`src/hdl/plcd_pkg.sv`:
```
// Shared types, sizes and command codes of the page-mode panel flush block.
package plcd_pkg;

    localparam int COLUMNS     = 132;
    localparam int PAGES       = 8;
    localparam int STORE_BYTES = COLUMNS * PAGES;
    localparam int ADDR_W      = $clog2(STORE_BYTES);
    localparam int PTR_W       = $clog2(STORE_BYTES + 1);
    localparam int COL_W       = $clog2(COLUMNS);
    localparam int PAGE_W      = (PAGES > 1) ? $clog2(PAGES) : 1;

    localparam logic [1:0] REQ_SET   = 2'd0;
    localparam logic [1:0] REQ_CLEAR = 2'd1;
    localparam logic [1:0] REQ_FLUSH = 2'd2;

    localparam logic [7:0] PAGE_CMD   = 8'hB0;
    localparam logic [7:0] COL_LO_CMD = 8'h00;
    localparam logic [7:0] COL_HI_CMD = 8'h10;
    localparam logic [7:0] NIB_MASK   = 8'h0F;
    localparam logic [7:0] DONE_BYTE  = 8'h00;

    typedef struct packed {
        logic [1:0] req_type;
        logic [7:0] pixel_x;
        logic [7:0] pixel_y;
    } t_request;

    typedef struct packed {
        logic [7:0] out_byte;
        logic       is_data;
        logic       last;
        logic       scan_done;
    } t_result;

    typedef struct packed {
        logic [1:0]        kind;
        logic [ADDR_W-1:0] idx;
        logic [2:0]        bit_sel;
    } t_cmd;

    typedef struct packed {
        logic valid;
        t_cmd cmd;
    } t_cmd_link;

    typedef struct packed {
        logic cmd_pop;
        logic init_busy;
    } t_back_ctl;

endpackage

```
`src/hdl/plcd_out_queue.sv`:
```
// Four-entry result queue between the back end and the panel-side reader.
module plcd_out_queue (
    input  logic              i_clk,
    input  logic              i_rst_n,
    input  logic              i_push,
    input  plcd_pkg::t_result i_res,
    output logic              o_full,
    output logic              empty,
    input  logic              pop,
    output plcd_pkg::t_result o_res
);
    import plcd_pkg::*;

    t_result    r_q [4];
    logic [1:0] r_wr_ptr, r_rd_ptr;
    logic [2:0] r_count;
    logic       w_enq, w_deq;

    assign o_full = (r_count == 3'd4);
    assign empty  = (r_count == 3'd0);
    assign w_enq  = i_push && !o_full;
    assign w_deq  = pop && !empty;
    assign o_res  = r_q[r_rd_ptr];

    always_ff @(posedge i_clk) begin
        if (w_enq) begin
            r_q[r_wr_ptr] <= i_res;
        end
    end

    always_ff @(posedge i_clk) begin
        if (!i_rst_n) begin
            r_wr_ptr <= 2'd0;
            r_rd_ptr <= 2'd0;
            r_count  <= 3'd0;
        end else begin
            if (w_enq) begin
                r_wr_ptr <= r_wr_ptr + 1'b1;
            end
            if (w_deq) begin
                r_rd_ptr <= r_rd_ptr + 1'b1;
            end
            r_count <= r_count + {2'b00, w_enq} - {2'b00, w_deq};
        end
    end

endmodule

```
`config.mk`:
```
export PLATFORM = sky130hd
export DESIGN_NAME = plcd_out_queue
export DESIGN_NICKNAME = d
export VERILOG_FILES = /design/src/hdl/plcd_pkg.sv /design/src/hdl/plcd_out_queue.sv
export SDC_FILE = /design/constraint.sdc
export NUM_CORES = 1
export LEC_CHECK = 0
export BUFFER_PORTS_ARGS = -buffer_cell sky130_fd_sc_hd__buf_4
export CAP_MARGIN = 15
export CORE_UTILIZATION = 55
export CTS_CLUSTER_SIZE = 40
export DETAILED_ROUTE_END_ITERATION = 10
export PLACE_DENSITY = 0.77
export SYNTH_ARGS = -nofsm -noshare
export SYNTH_HDL_FRONTEND = slang
export SYNTH_SLANG_ARGS = --single-unit
```
`constraint.sdc`:
```
create_clock -name i_clk -period 5.8 [get_ports i_clk]
set_clock_uncertainty 0.1 [all_clocks]
set_input_delay 1.16 -clock i_clk [delete_from_list [all_inputs] [get_ports i_clk]]
set_output_delay 1.16 -clock i_clk [all_outputs]
set_load 0.01 [all_outputs]
```
==> results.md <==
- CTS Hold Bufs: 0
- Initial Util: between 50% and 60%
- Row cnt: 21
- Detail Placement HPWL: between 2000 and 2500 um
- Drt drc: 0
- Status: completed
- Die X: ~63 um
- Lkg Pwr: between 0.8 and 0.9 nW
- Vias in the first global route: just over 1000
- Fmax achieved: 322 MHz
- Initial DRC Count: 33
- CP arrival: 1.84 ns
- CTS root buffer: clkbuf_8
- Clock sinks: 53
- Number of flops mapped to enable cells by yosys: 44
- Peak VDD IR: between 0.2 and 0.3 mV
- Cell Area, Synth: about 2100 um2
- Mapped Cells: 108
- Net Sw Power: approximately 250 uW
- Synth Net Count: 130
- Total gr overflow: 0
- Synth warn: 0
- Worst min path class: flop to flop
- Layout cells sized above 1: between 30% and 40%
- Vias per inst: between 5 and 6
- RSZ-0062 raised after global routing: false
- Final Slew Violations: 0
- Area Overhead vs Synth: 16.3%
- CP Class: flop to output pin
- CTS tree: built
- Power Density: 406 nW/um2
- CTS Buf Count: 5
- Netlist cell types: 20
- Drt total wl: a little over 3000 um
- First-pass GRT wire length: ~5000 um
- H-tree depth: 2
- Number of port buffers: 27
- Mapped Avg Cell Area: between 15 and 20 um2
- FF+latch count, synth: 53
- Crit-path max FO: 11
- Placed cells: between 150 and 200
- GP Congestion: roughly 0.70
- Clock buffer depth: 2
- Crit end category: output pin
- Reg power frac: between 50 and 60%
- Post-synth top flop: edfxtp_1
- CP startpoint kind: flop
- Final ANT Viol Nets: 0
- Seq/Total Area, Yosys: 72.3%
- Core area: approximately 3500 um2
- Final period util: 53.5%
- Drt pass-1 iters: 4
- Setup TNS Final: 0 ns
- Avg WL per Cell: 16.6 um
- Comb power frac: 24.3%
- Final Hold Fails: 0
- Setup violations, final: 0
- Pre-CTS setup slack: around 2.5 ns
- Post-CTS Resized: 0
- Initial antenna violation count: 0
- Setup ws final: 2.70 ns
- Diode count: 0
- Post-CTS repair timing setup buffer count: 0
- Fillers: around 240
- Worst-margin pin slew: a little over 0.7 ns
- Post-Layout Cell Count: between 150 and 200
- Required time worst endpoint: around 4.5 ns
- Die ar.: roughly 4000 um2
- Switching Share: around 26%
- Routed via count: between 900 and 1000
- Post-synth ARST share: 0%
- Die Ht: 63.5 um
- Final #Nets: between 150 and 200
- Max_slew headroom: around 53%
- Clock power share: between 20% and 30%
- Clock latency on the worst-skew pair: 0.30 ns
- Largest net degree at the start of global routing: 17
- Int Pwr: approximately 730 uW
- Number of I/O pins: 28
- Max_cap viols: 0
- Worst-path clk slew: around 0.08 ns
- GRT Total Usage: 17.5%
- Post-layout min period: just over 3 ns
==> through the flow <==
| stage | cell area (um2) | power (mW) | hold slack (ns) | util (%) |
|---|---|---|---|---|
| floorplan | 2080 | 0.663 | 0.356 | - |
| global placement | 2310 | 0.742 | 0.368 | 66.5 |
| detailed placement | 2310 | 0.758 | 0.381 | 66.5 |
| CTS | 2420 | 0.991 | 0.392 | 69.7 |
| global route | 2420 | 1.03 | 0.433 | 69.7 |
| finish | 2420 | 0.981 | 0.392 | 69.7 |
==> power by group through the flow <==
| stage | clock (mW) | sequential [mW] | combinational, mW |
|---|---|---|---|
| floorplan | 0 | 0.489 | 0.174 |
| global placement | 0 | 0.511 | 0.231 |
| detailed placement | 0 | 0.515 | 0.243 |
| CTS | 0.241 | 0.507 | 0.243 |
| global route | 0.257 | 0.513 | 0.259 |
| finish | 0.239 | 0.504 | 0.238 |
==> worst max-delay path, stage by stage (launching register included) <==
cell and delay [ns]:
dfxtp_1 0.78, mux4_2 0.60, buf_4 0.16
==> worst paths after layout <==
path                                  start          end  slack [ns]  cells after the start
worst max-delay path                   flop    o_res[10]        2.70                      2
worst min-delay path            r_rd_ptr[1]  r_rd_ptr[1]        0.39                      2
worst max register to register   r_count[2]   r_count[2]        3.30                     10
worst min register to register  r_rd_ptr[1]  r_rd_ptr[1]        0.39                      2
==> cell families (layout without fill, tap and decap cells) <==
group	Yosys count	in the layout	share of synthesized area [%]
DFF	53	53	72.3
and+or+nand+nor	19	19	5.72
muxes	13	13	12.9
buffers and inverters	10	41	2.59
adders and majority gates	7	7	4.58
AOI/OAI and AO/OA	4	4	1.08
xor gates and xnor gates	2	2	0.844
==> sequential cells by signal (all words and copies together), names as in the netlist, named ones only <==
signal,count
r_rd_ptr,2
r_count,3
r_q,44
r_wr_ptr,2
==> metal layers <==
| layer | up-vias | part of all wire (%) | GRT usage (%) |
|---|---|---|---|
| met5 | - | 0 | 0 |
| met4 | 0 | 1.9 | 8.52 |
| met3 | 8 | 4.3 | 5.80 |
| met2 | 20 | 52 | 28.2 |
| met1 | 501 | 42 | 21.2 |
| li1 | 467 | - | - |
==> layout make-up <==
type,instances,area (um2),share of cell area [%]
inverter,6,22.5,0.932
clock buffer,5,68.8,2.85
clock inverter,3,41.3,1.71
sequential,53,1500,62.1
multi-input combinational,45,522,21.6
tap,46,57.6,2.38
timing repair buffer,27,203,8.39
==> cell usage after synthesis (2+ instances only) <==
cell type | number | area [um2]
and2_1 | 7 | 43.8
xnor2_1 | 2 | 17.5
buf_6 | 2 | 22.5
ha_1 | 6 | 75.1
mux2i_1 | 2 | 20.0
dfxtp_1 | 9 | 180
nand2_1 | 6 | 22.5
edfxtp_1 | 44 | 1320
inv_1 | 6 | 22.5
o21ai_0 | 3 | 15.0
nor2b_1 | 2 | 12.5
mux4_2 | 11 | 248
==> cells in the final DEF, fill, tap and decap left out, drive strengths merged, types with 2 or more instances in the layout <==
cell type  count
edfxtp        44
buf           27
mux4          11
dfxtp          9
and2           7
inv            6
nand2          6
ha             6
clkbuf         5
o21ai          3
nor2b          2
mux2i          2
xnor2          2
Note: power is estimated with default switching activity, not from simulation.
