<file path="src/hdl/plcd_pkg.sv">
// Shared types, sizes and command codes of the page-mode panel flush block.
package plcd_pkg;

    localparam int COLUMNS     = 132;
    localparam int PAGES       = 8;
    localparam int STORE_BYTES = COLUMNS * PAGES;
    localparam int ADDR_W      = $clog2(STORE_BYTES);
    localparam int PTR_W       = $clog2(STORE_BYTES + 1);
    localparam int COL_W       = $clog2(COLUMNS);
    localparam int PAGE_W      = (PAGES > 1) ? $clog2(PAGES) : 1;

    localparam logic [1:0] REQ_SET   = 2'd0;
    localparam logic [1:0] REQ_CLEAR = 2'd1;
    localparam logic [1:0] REQ_FLUSH = 2'd2;

    localparam logic [7:0] PAGE_CMD   = 8'hB0;
    localparam logic [7:0] COL_LO_CMD = 8'h00;
    localparam logic [7:0] COL_HI_CMD = 8'h10;
    localparam logic [7:0] NIB_MASK   = 8'h0F;
    localparam logic [7:0] DONE_BYTE  = 8'h00;

    typedef struct packed {
        logic [1:0] req_type;
        logic [7:0] pixel_x;
        logic [7:0] pixel_y;
    } t_request;

    typedef struct packed {
        logic [7:0] out_byte;
        logic       is_data;
        logic       last;
        logic       scan_done;
    } t_result;

    typedef struct packed {
        logic [1:0]        kind;
        logic [ADDR_W-1:0] idx;
        logic [2:0]        bit_sel;
    } t_cmd;

    typedef struct packed {
        logic valid;
        t_cmd cmd;
    } t_cmd_link;

    typedef struct packed {
        logic cmd_pop;
        logic init_busy;
    } t_back_ctl;

endpackage

</file>
<file path="src/hdl/plcd_front.sv">
// Front end: accepts requests, drops those without effect and queues the rest.
module plcd_front (
    input  logic               i_clk,
    input  logic               i_rst_n,
    input  logic               push,
    output logic               full,
    input  plcd_pkg::t_request i_req,
    input  plcd_pkg::t_back_ctl i_ctl,
    output plcd_pkg::t_cmd_link o_link
);
    import plcd_pkg::*;

    t_cmd       r_q [2];
    logic       r_wr_ptr, r_rd_ptr;
    logic [1:0] r_count;
    logic [1:0] n_count;
    logic       w_keep, w_enq, w_deq;
    t_cmd       w_cmd;

    always_comb begin
        w_cmd.kind    = i_req.req_type;
        w_cmd.idx     = ADDR_W'(ADDR_W'(i_req.pixel_x) * ADDR_W'(PAGES)
                        + ADDR_W'(i_req.pixel_y[7:3]));
        w_cmd.bit_sel = i_req.pixel_y[2:0];
        case (i_req.req_type)
            REQ_SET: begin
                // Pixels off the panel are dropped here and never reach the back end.
                w_keep = ({1'b0, i_req.pixel_x} < 9'(COLUMNS))
                      && ({1'b0, i_req.pixel_y} < 9'(8 * PAGES));
            end
            REQ_CLEAR: w_keep = 1'b1;
            REQ_FLUSH: w_keep = 1'b1;
            default:   w_keep = 1'b0;
        endcase
    end

    assign full         = (r_count == 2'd2) || i_ctl.init_busy;
    assign w_enq        = push && !full && w_keep;
    assign w_deq        = i_ctl.cmd_pop;
    assign o_link.valid = (r_count != 2'd0);
    assign o_link.cmd   = r_q[r_rd_ptr];
    assign n_count      = r_count + {1'b0, w_enq} - {1'b0, w_deq};

    always_ff @(posedge i_clk) begin
        if (w_enq) begin
            r_q[r_wr_ptr] <= w_cmd;
        end
    end

    always_ff @(posedge i_clk) begin
        if (!i_rst_n) begin
            r_wr_ptr <= 1'b0;
            r_rd_ptr <= 1'b0;
            r_count  <= 2'd0;
        end else begin
            if (w_enq) begin
                r_wr_ptr <= ~r_wr_ptr;
            end
            if (w_deq) begin
                r_rd_ptr <= ~r_rd_ptr;
            end
            r_count <= n_count;
        end
    end

endmodule

</file>
<file path="config.mk">
export PLATFORM = sky130hd
export DESIGN_NAME = plcd_front
export DESIGN_NICKNAME = d
export VERILOG_FILES = /design/src/hdl/plcd_pkg.sv /design/src/hdl/plcd_front.sv
export SDC_FILE = /design/constraint.sdc
export NUM_CORES = 1
export LEC_CHECK = 0
export BUFFER_PORTS_ARGS = -buffer_cell sky130_fd_sc_hd__buf_4
export CAP_MARGIN = 20
export CORE_MARGIN = 5
export CORE_UTILIZATION = 46
export CTS_CLUSTER_DIAMETER = 30
export DETAILED_ROUTE_END_ITERATION = 8
export PLACE_DENSITY = 0.74
export SLEW_MARGIN = 40
export SYNTH_ARGS = -nofsm -noshare
export SYNTH_HDL_FRONTEND = slang
export SYNTH_SLANG_ARGS = --single-unit
</file>
<file path="constraint.sdc">
create_clock -name i_clk -period 2.3 [get_ports i_clk]
set_input_delay 0.23 -clock i_clk [delete_from_list [all_inputs] [get_ports i_clk]]
set_output_delay 0.23 -clock i_clk [all_outputs]
set_load 0.05 [all_outputs]
</file>
==> metrics.log <==
INFO  metric placed_cells_incl_taps = 197
INFO  metric post_synth_main_area_contributors = sky130_fd_sc_hd__edfxtp_1, sky130_fd_sc_hd__mux2_2, sky130_fd_sc_hd__dfxtp_1
INFO  metric tritoncts.num_buffers = 5
INFO  metric wirelength = 2840 µm
INFO  metric cpMaxStageDelayCell = sky130_fd_sc_hd__or4_1
INFO  metric cts_repair_resize_count = 0
INFO  metric floorplan.die_area = 4760 µm²
INFO  metric clock_tree_from_tritoncts = done
INFO  metric hold_path.startpoint = i_req[5]
INFO  metric number_of_instances_in_the_synthesized_netlist = 108
INFO  metric grt_use_total = 0.134
INFO  metric clock_sink_count = 37
INFO  metric detailedPlacementHpwl = 2220 µm
INFO  metric cp.required = 2.53 ns
INFO  metric count_leader_synth = sky130_fd_sc_hd__edfxtp_1
INFO  metric place.gp.congestion = 0.786
INFO  metric placement.setup.worst_slack = 0.0405 ns
INFO  metric chipHeight = 69.0 µm
INFO  metric timing_worst_setup_path_type = register to register
INFO  metric power.leakage = 0.843 nW
INFO  metric cts_setup_buffers = 0
INFO  metric synthArstFlopShare = 0
INFO  metric crit-reg2reg-capture = r_count[1]
INFO  metric worst_clock_skew = 0.0110 ns
INFO  metric fmax = 465 MHz
INFO  metric synth_area = 1600 µm²
INFO  metric htreeDepth = 2
INFO  metric timing.reg2reg.worst_path_depth = 9
INFO  metric worst_ep_arrival_time = 2.39 ns
INFO  metric layout-drive-gt1-share = 0.440
INFO  metric crit_path_cell_trace = inv_1 > a21o_1 > or4_1 > ha_1 > inv_1 > ha_1 > xor2_1 > xnor2_1 > nor2_1
INFO  metric finalHoldViolCount = 0
INFO  metric setup_ws = 0.148 ns
INFO  metric critical_path_s_top_delay_family = simple AND/OR/NAND/NOR gates
INFO  metric grt_setup_unrepaired = no
INFO  metric max-slew-margin-rel = 0.768
INFO  metric clock_path_buffers = 2
INFO  metric synth-edff-count = 32
INFO  metric peakVddDrop = 344 µV
INFO  metric yosysWarningCount = 0
INFO  metric placed_inst_area = 1990 µm²
INFO  metric clk-insertion-delay-late = 0.34 ns
INFO  metric finish.cell_count_without_fillers = 205
INFO  metric cap_violations = 0
INFO  metric routed_wire_length_per_instance = 13.9 µm
INFO  metric grt_pass1_wl = 4470 µm
INFO  metric drt-vias-per-instance = 4.66
INFO  metric io_pins = 41
INFO  metric die_width = 69.0 µm
INFO  metric regToRegSetupSlack = 0.15 ns
INFO  metric totalPowerFinal = 1.51 mW
INFO  metric synth.net_count = 138
INFO  metric signed_area_change_from_the_synthesized_netlist_to_the_final_layout = 29.3%
INFO  metric postSynth.topFlopCell = sky130_fd_sc_hd__edfxtp_1
INFO  metric io_buffers = 40
INFO  metric p_int = 1.10 mW
INFO  metric power.share.clock = 0.290
INFO  metric antenna_found_initial = 0
INFO  metric layout.nets = 188
INFO  metric hold_end = r_q[1][5]
INFO  metric worst-slew-pin-transition = 0.347 ns
INFO  metric comb_power_share = 0.202
INFO  metric core_area = 3360 µm²
INFO  metric synth_cell_types = 24
INFO  metric timing.final.max_slew_violations = 0
INFO  metric worst_setup_hold_path_clk_slew = 0.12 ns
INFO  metric synthesis.area_per_instance = 14.8 µm²
INFO  metric quantity_of_hold_fixing_buffers_added_after_cts = 0
INFO  metric cp-start-kind = register
INFO  metric run_status = finished, final reports clean
INFO  metric post_synth_most_frequent_cells = sky130_fd_sc_hd__edfxtp_1, sky130_fd_sc_hd__mux2_2, sky130_fd_sc_hd__inv_1
INFO  metric detailedRoute.firstIterationViolations = 18
INFO  metric cpPeakStageDelay = 0.55 ns
INFO  metric pwr-share-seq = 0.508
INFO  metric first_global_vias = 1008
INFO  metric yosysSeqAreaShare = 0.663
INFO  metric net-switching-power = 0.409 mW
INFO  metric holdPathStages = 1
INFO  metric hold_class = input pin to register
INFO  metric netSwitchingFraction = 0.270
INFO  metric power.density = 731 nW/µm²
INFO  metric drc_errors = 0
INFO  metric setup_total_negative_slack = 0 ns
INFO  metric effective_utilization_at_floorplan = 0.476
INFO  metric drt_first_pass_iters = 4
INFO  metric regToRegStartpoint = r_count[0]
INFO  metric clock_tree.root_cell = sky130_fd_sc_hd__clkbuf_4
INFO  metric finalCritPeriodShare = 0.936
INFO  metric yosys_reg_bits = 37
INFO  metric largest_net_degree_at_the_start_of_global_routing = 14
INFO  metric overflow = 0
INFO  metric diodes = 0
INFO  metric setup_violations = 0
INFO  metric dr_total_vias = 956
INFO  metric ant_nets = 0
INFO  metric cp-end-kind = register
INFO  metric design_area = 2070 µm²
INFO  metric synth.largest_area_cell = sky130_fd_sc_hd__edfxtp_1
INFO  metric yosys.area.top_type_share = 0.600
INFO  metric row_count = 21
INFO  metric critPathBufInv = 2
INFO  metric post-route-min-period = 2.15 ns
INFO  metric critical_path.max_fanout = 3
power groups by stage:
stage / Sequential [mW] / Clock [mW] / Combinational, mW
6_report: 0.769 / 0.439 / 0.305
3_3_place_gp: 0.782 / 0 / 0.302
4_1_cts: 0.769 / 0.452 / 0.310
2_1_floorplan: 0.779 / 0 / 0.205
5_1_grt: 0.772 / 0.478 / 0.330
3_5_place_dp: 0.784 / 0 / 0.309
flip-flops by register name, summed over array words and instances (netlist names), named ones only:
signal    flops
r_rd_ptr      1
r_q          32
r_wr_ptr      1
r_count       2
stage by stage:
step | hold slack [ns] | util
2_1_floorplan | 0.329 | -
6_report | 0.0663 | 0.615
5_1_grt | 0.0459 | 0.615
3_3_place_gp | 0.416 | 0.592
4_1_cts | 0.0536 | 0.615
3_5_place_dp | 0.419 | 0.592
how the worst max path moves through the flow:
stage | from | endpoint | slack (ns) | cells after the start
CTS | r_count[0] | r_count[1] | 0.15 | 9
finish | r_count[0] | r_count[1] | 0.15 | 9
global route | r_count[0] | r_count[1] | 0.04 | 9
floorplan | r_count[0] | r_q[1][0] | -0.19 | 5
detailed placement | i_req[16] | r_count[1] | 0.04 | 12
global placement | i_req[17] | r_count[1] | 0.16 | 11
layout make-up:
cell class,count,area [µm²]
multi-input cells,58,489
repair buffers,46,345
clock buffers,5,37.5
fillers,294,1290
inverters,10,37.5
flip-flops and latches,37,1060
well taps,46,57.6
clock inverters,3,41.3
cells by family (layout without fill, tap and decap cells):
kind of cell,after synthesis,after routing,synth area share
AOI/OAI and AO/OA,4,4,0.0141
xor gates and xnor gates,9,9,0.0493
adders and majority gates,7,7,0.0594
buffers and inverters,13,64,0.0313
DFF,37,37,0.663
muxes,17,17,0.119
and+or+nand+nor,21,21,0.0641
layout by cell type, fill, tap and decap left out, types with 3 or more instances in the layout:
| master | synthesis | final |
|---|---|---|
| sky130_fd_sc_hd__buf_4 | 0 | 46 |
| sky130_fd_sc_hd__edfxtp_1 | 32 | 32 |
| sky130_fd_sc_hd__mux2_2 | 16 | 16 |
| sky130_fd_sc_hd__inv_1 | 10 | 10 |
| sky130_fd_sc_hd__nor2_1 | 8 | 8 |
| sky130_fd_sc_hd__ha_1 | 6 | 6 |
| sky130_fd_sc_hd__xnor2_1 | 5 | 5 |
| sky130_fd_sc_hd__dfxtp_1 | 5 | 5 |
| sky130_fd_sc_hd__clkbuf_4 | 0 | 5 |
| sky130_fd_sc_hd__xor2_1 | 4 | 4 |
| sky130_fd_sc_hd__a21oi_1 | 3 | 3 |
| sky130_fd_sc_hd__nand2_1 | 3 | 3 |
per-layer routing:
layer	vias up	global-route usage	wire, µm
met5	-	0	0
met4	0	0.0681	62
met3	7	0.0405	203
met2	33	0.235	1480
met1	439	0.146	1090
li1	477	-	-
(Power assumes the default switching activity.)
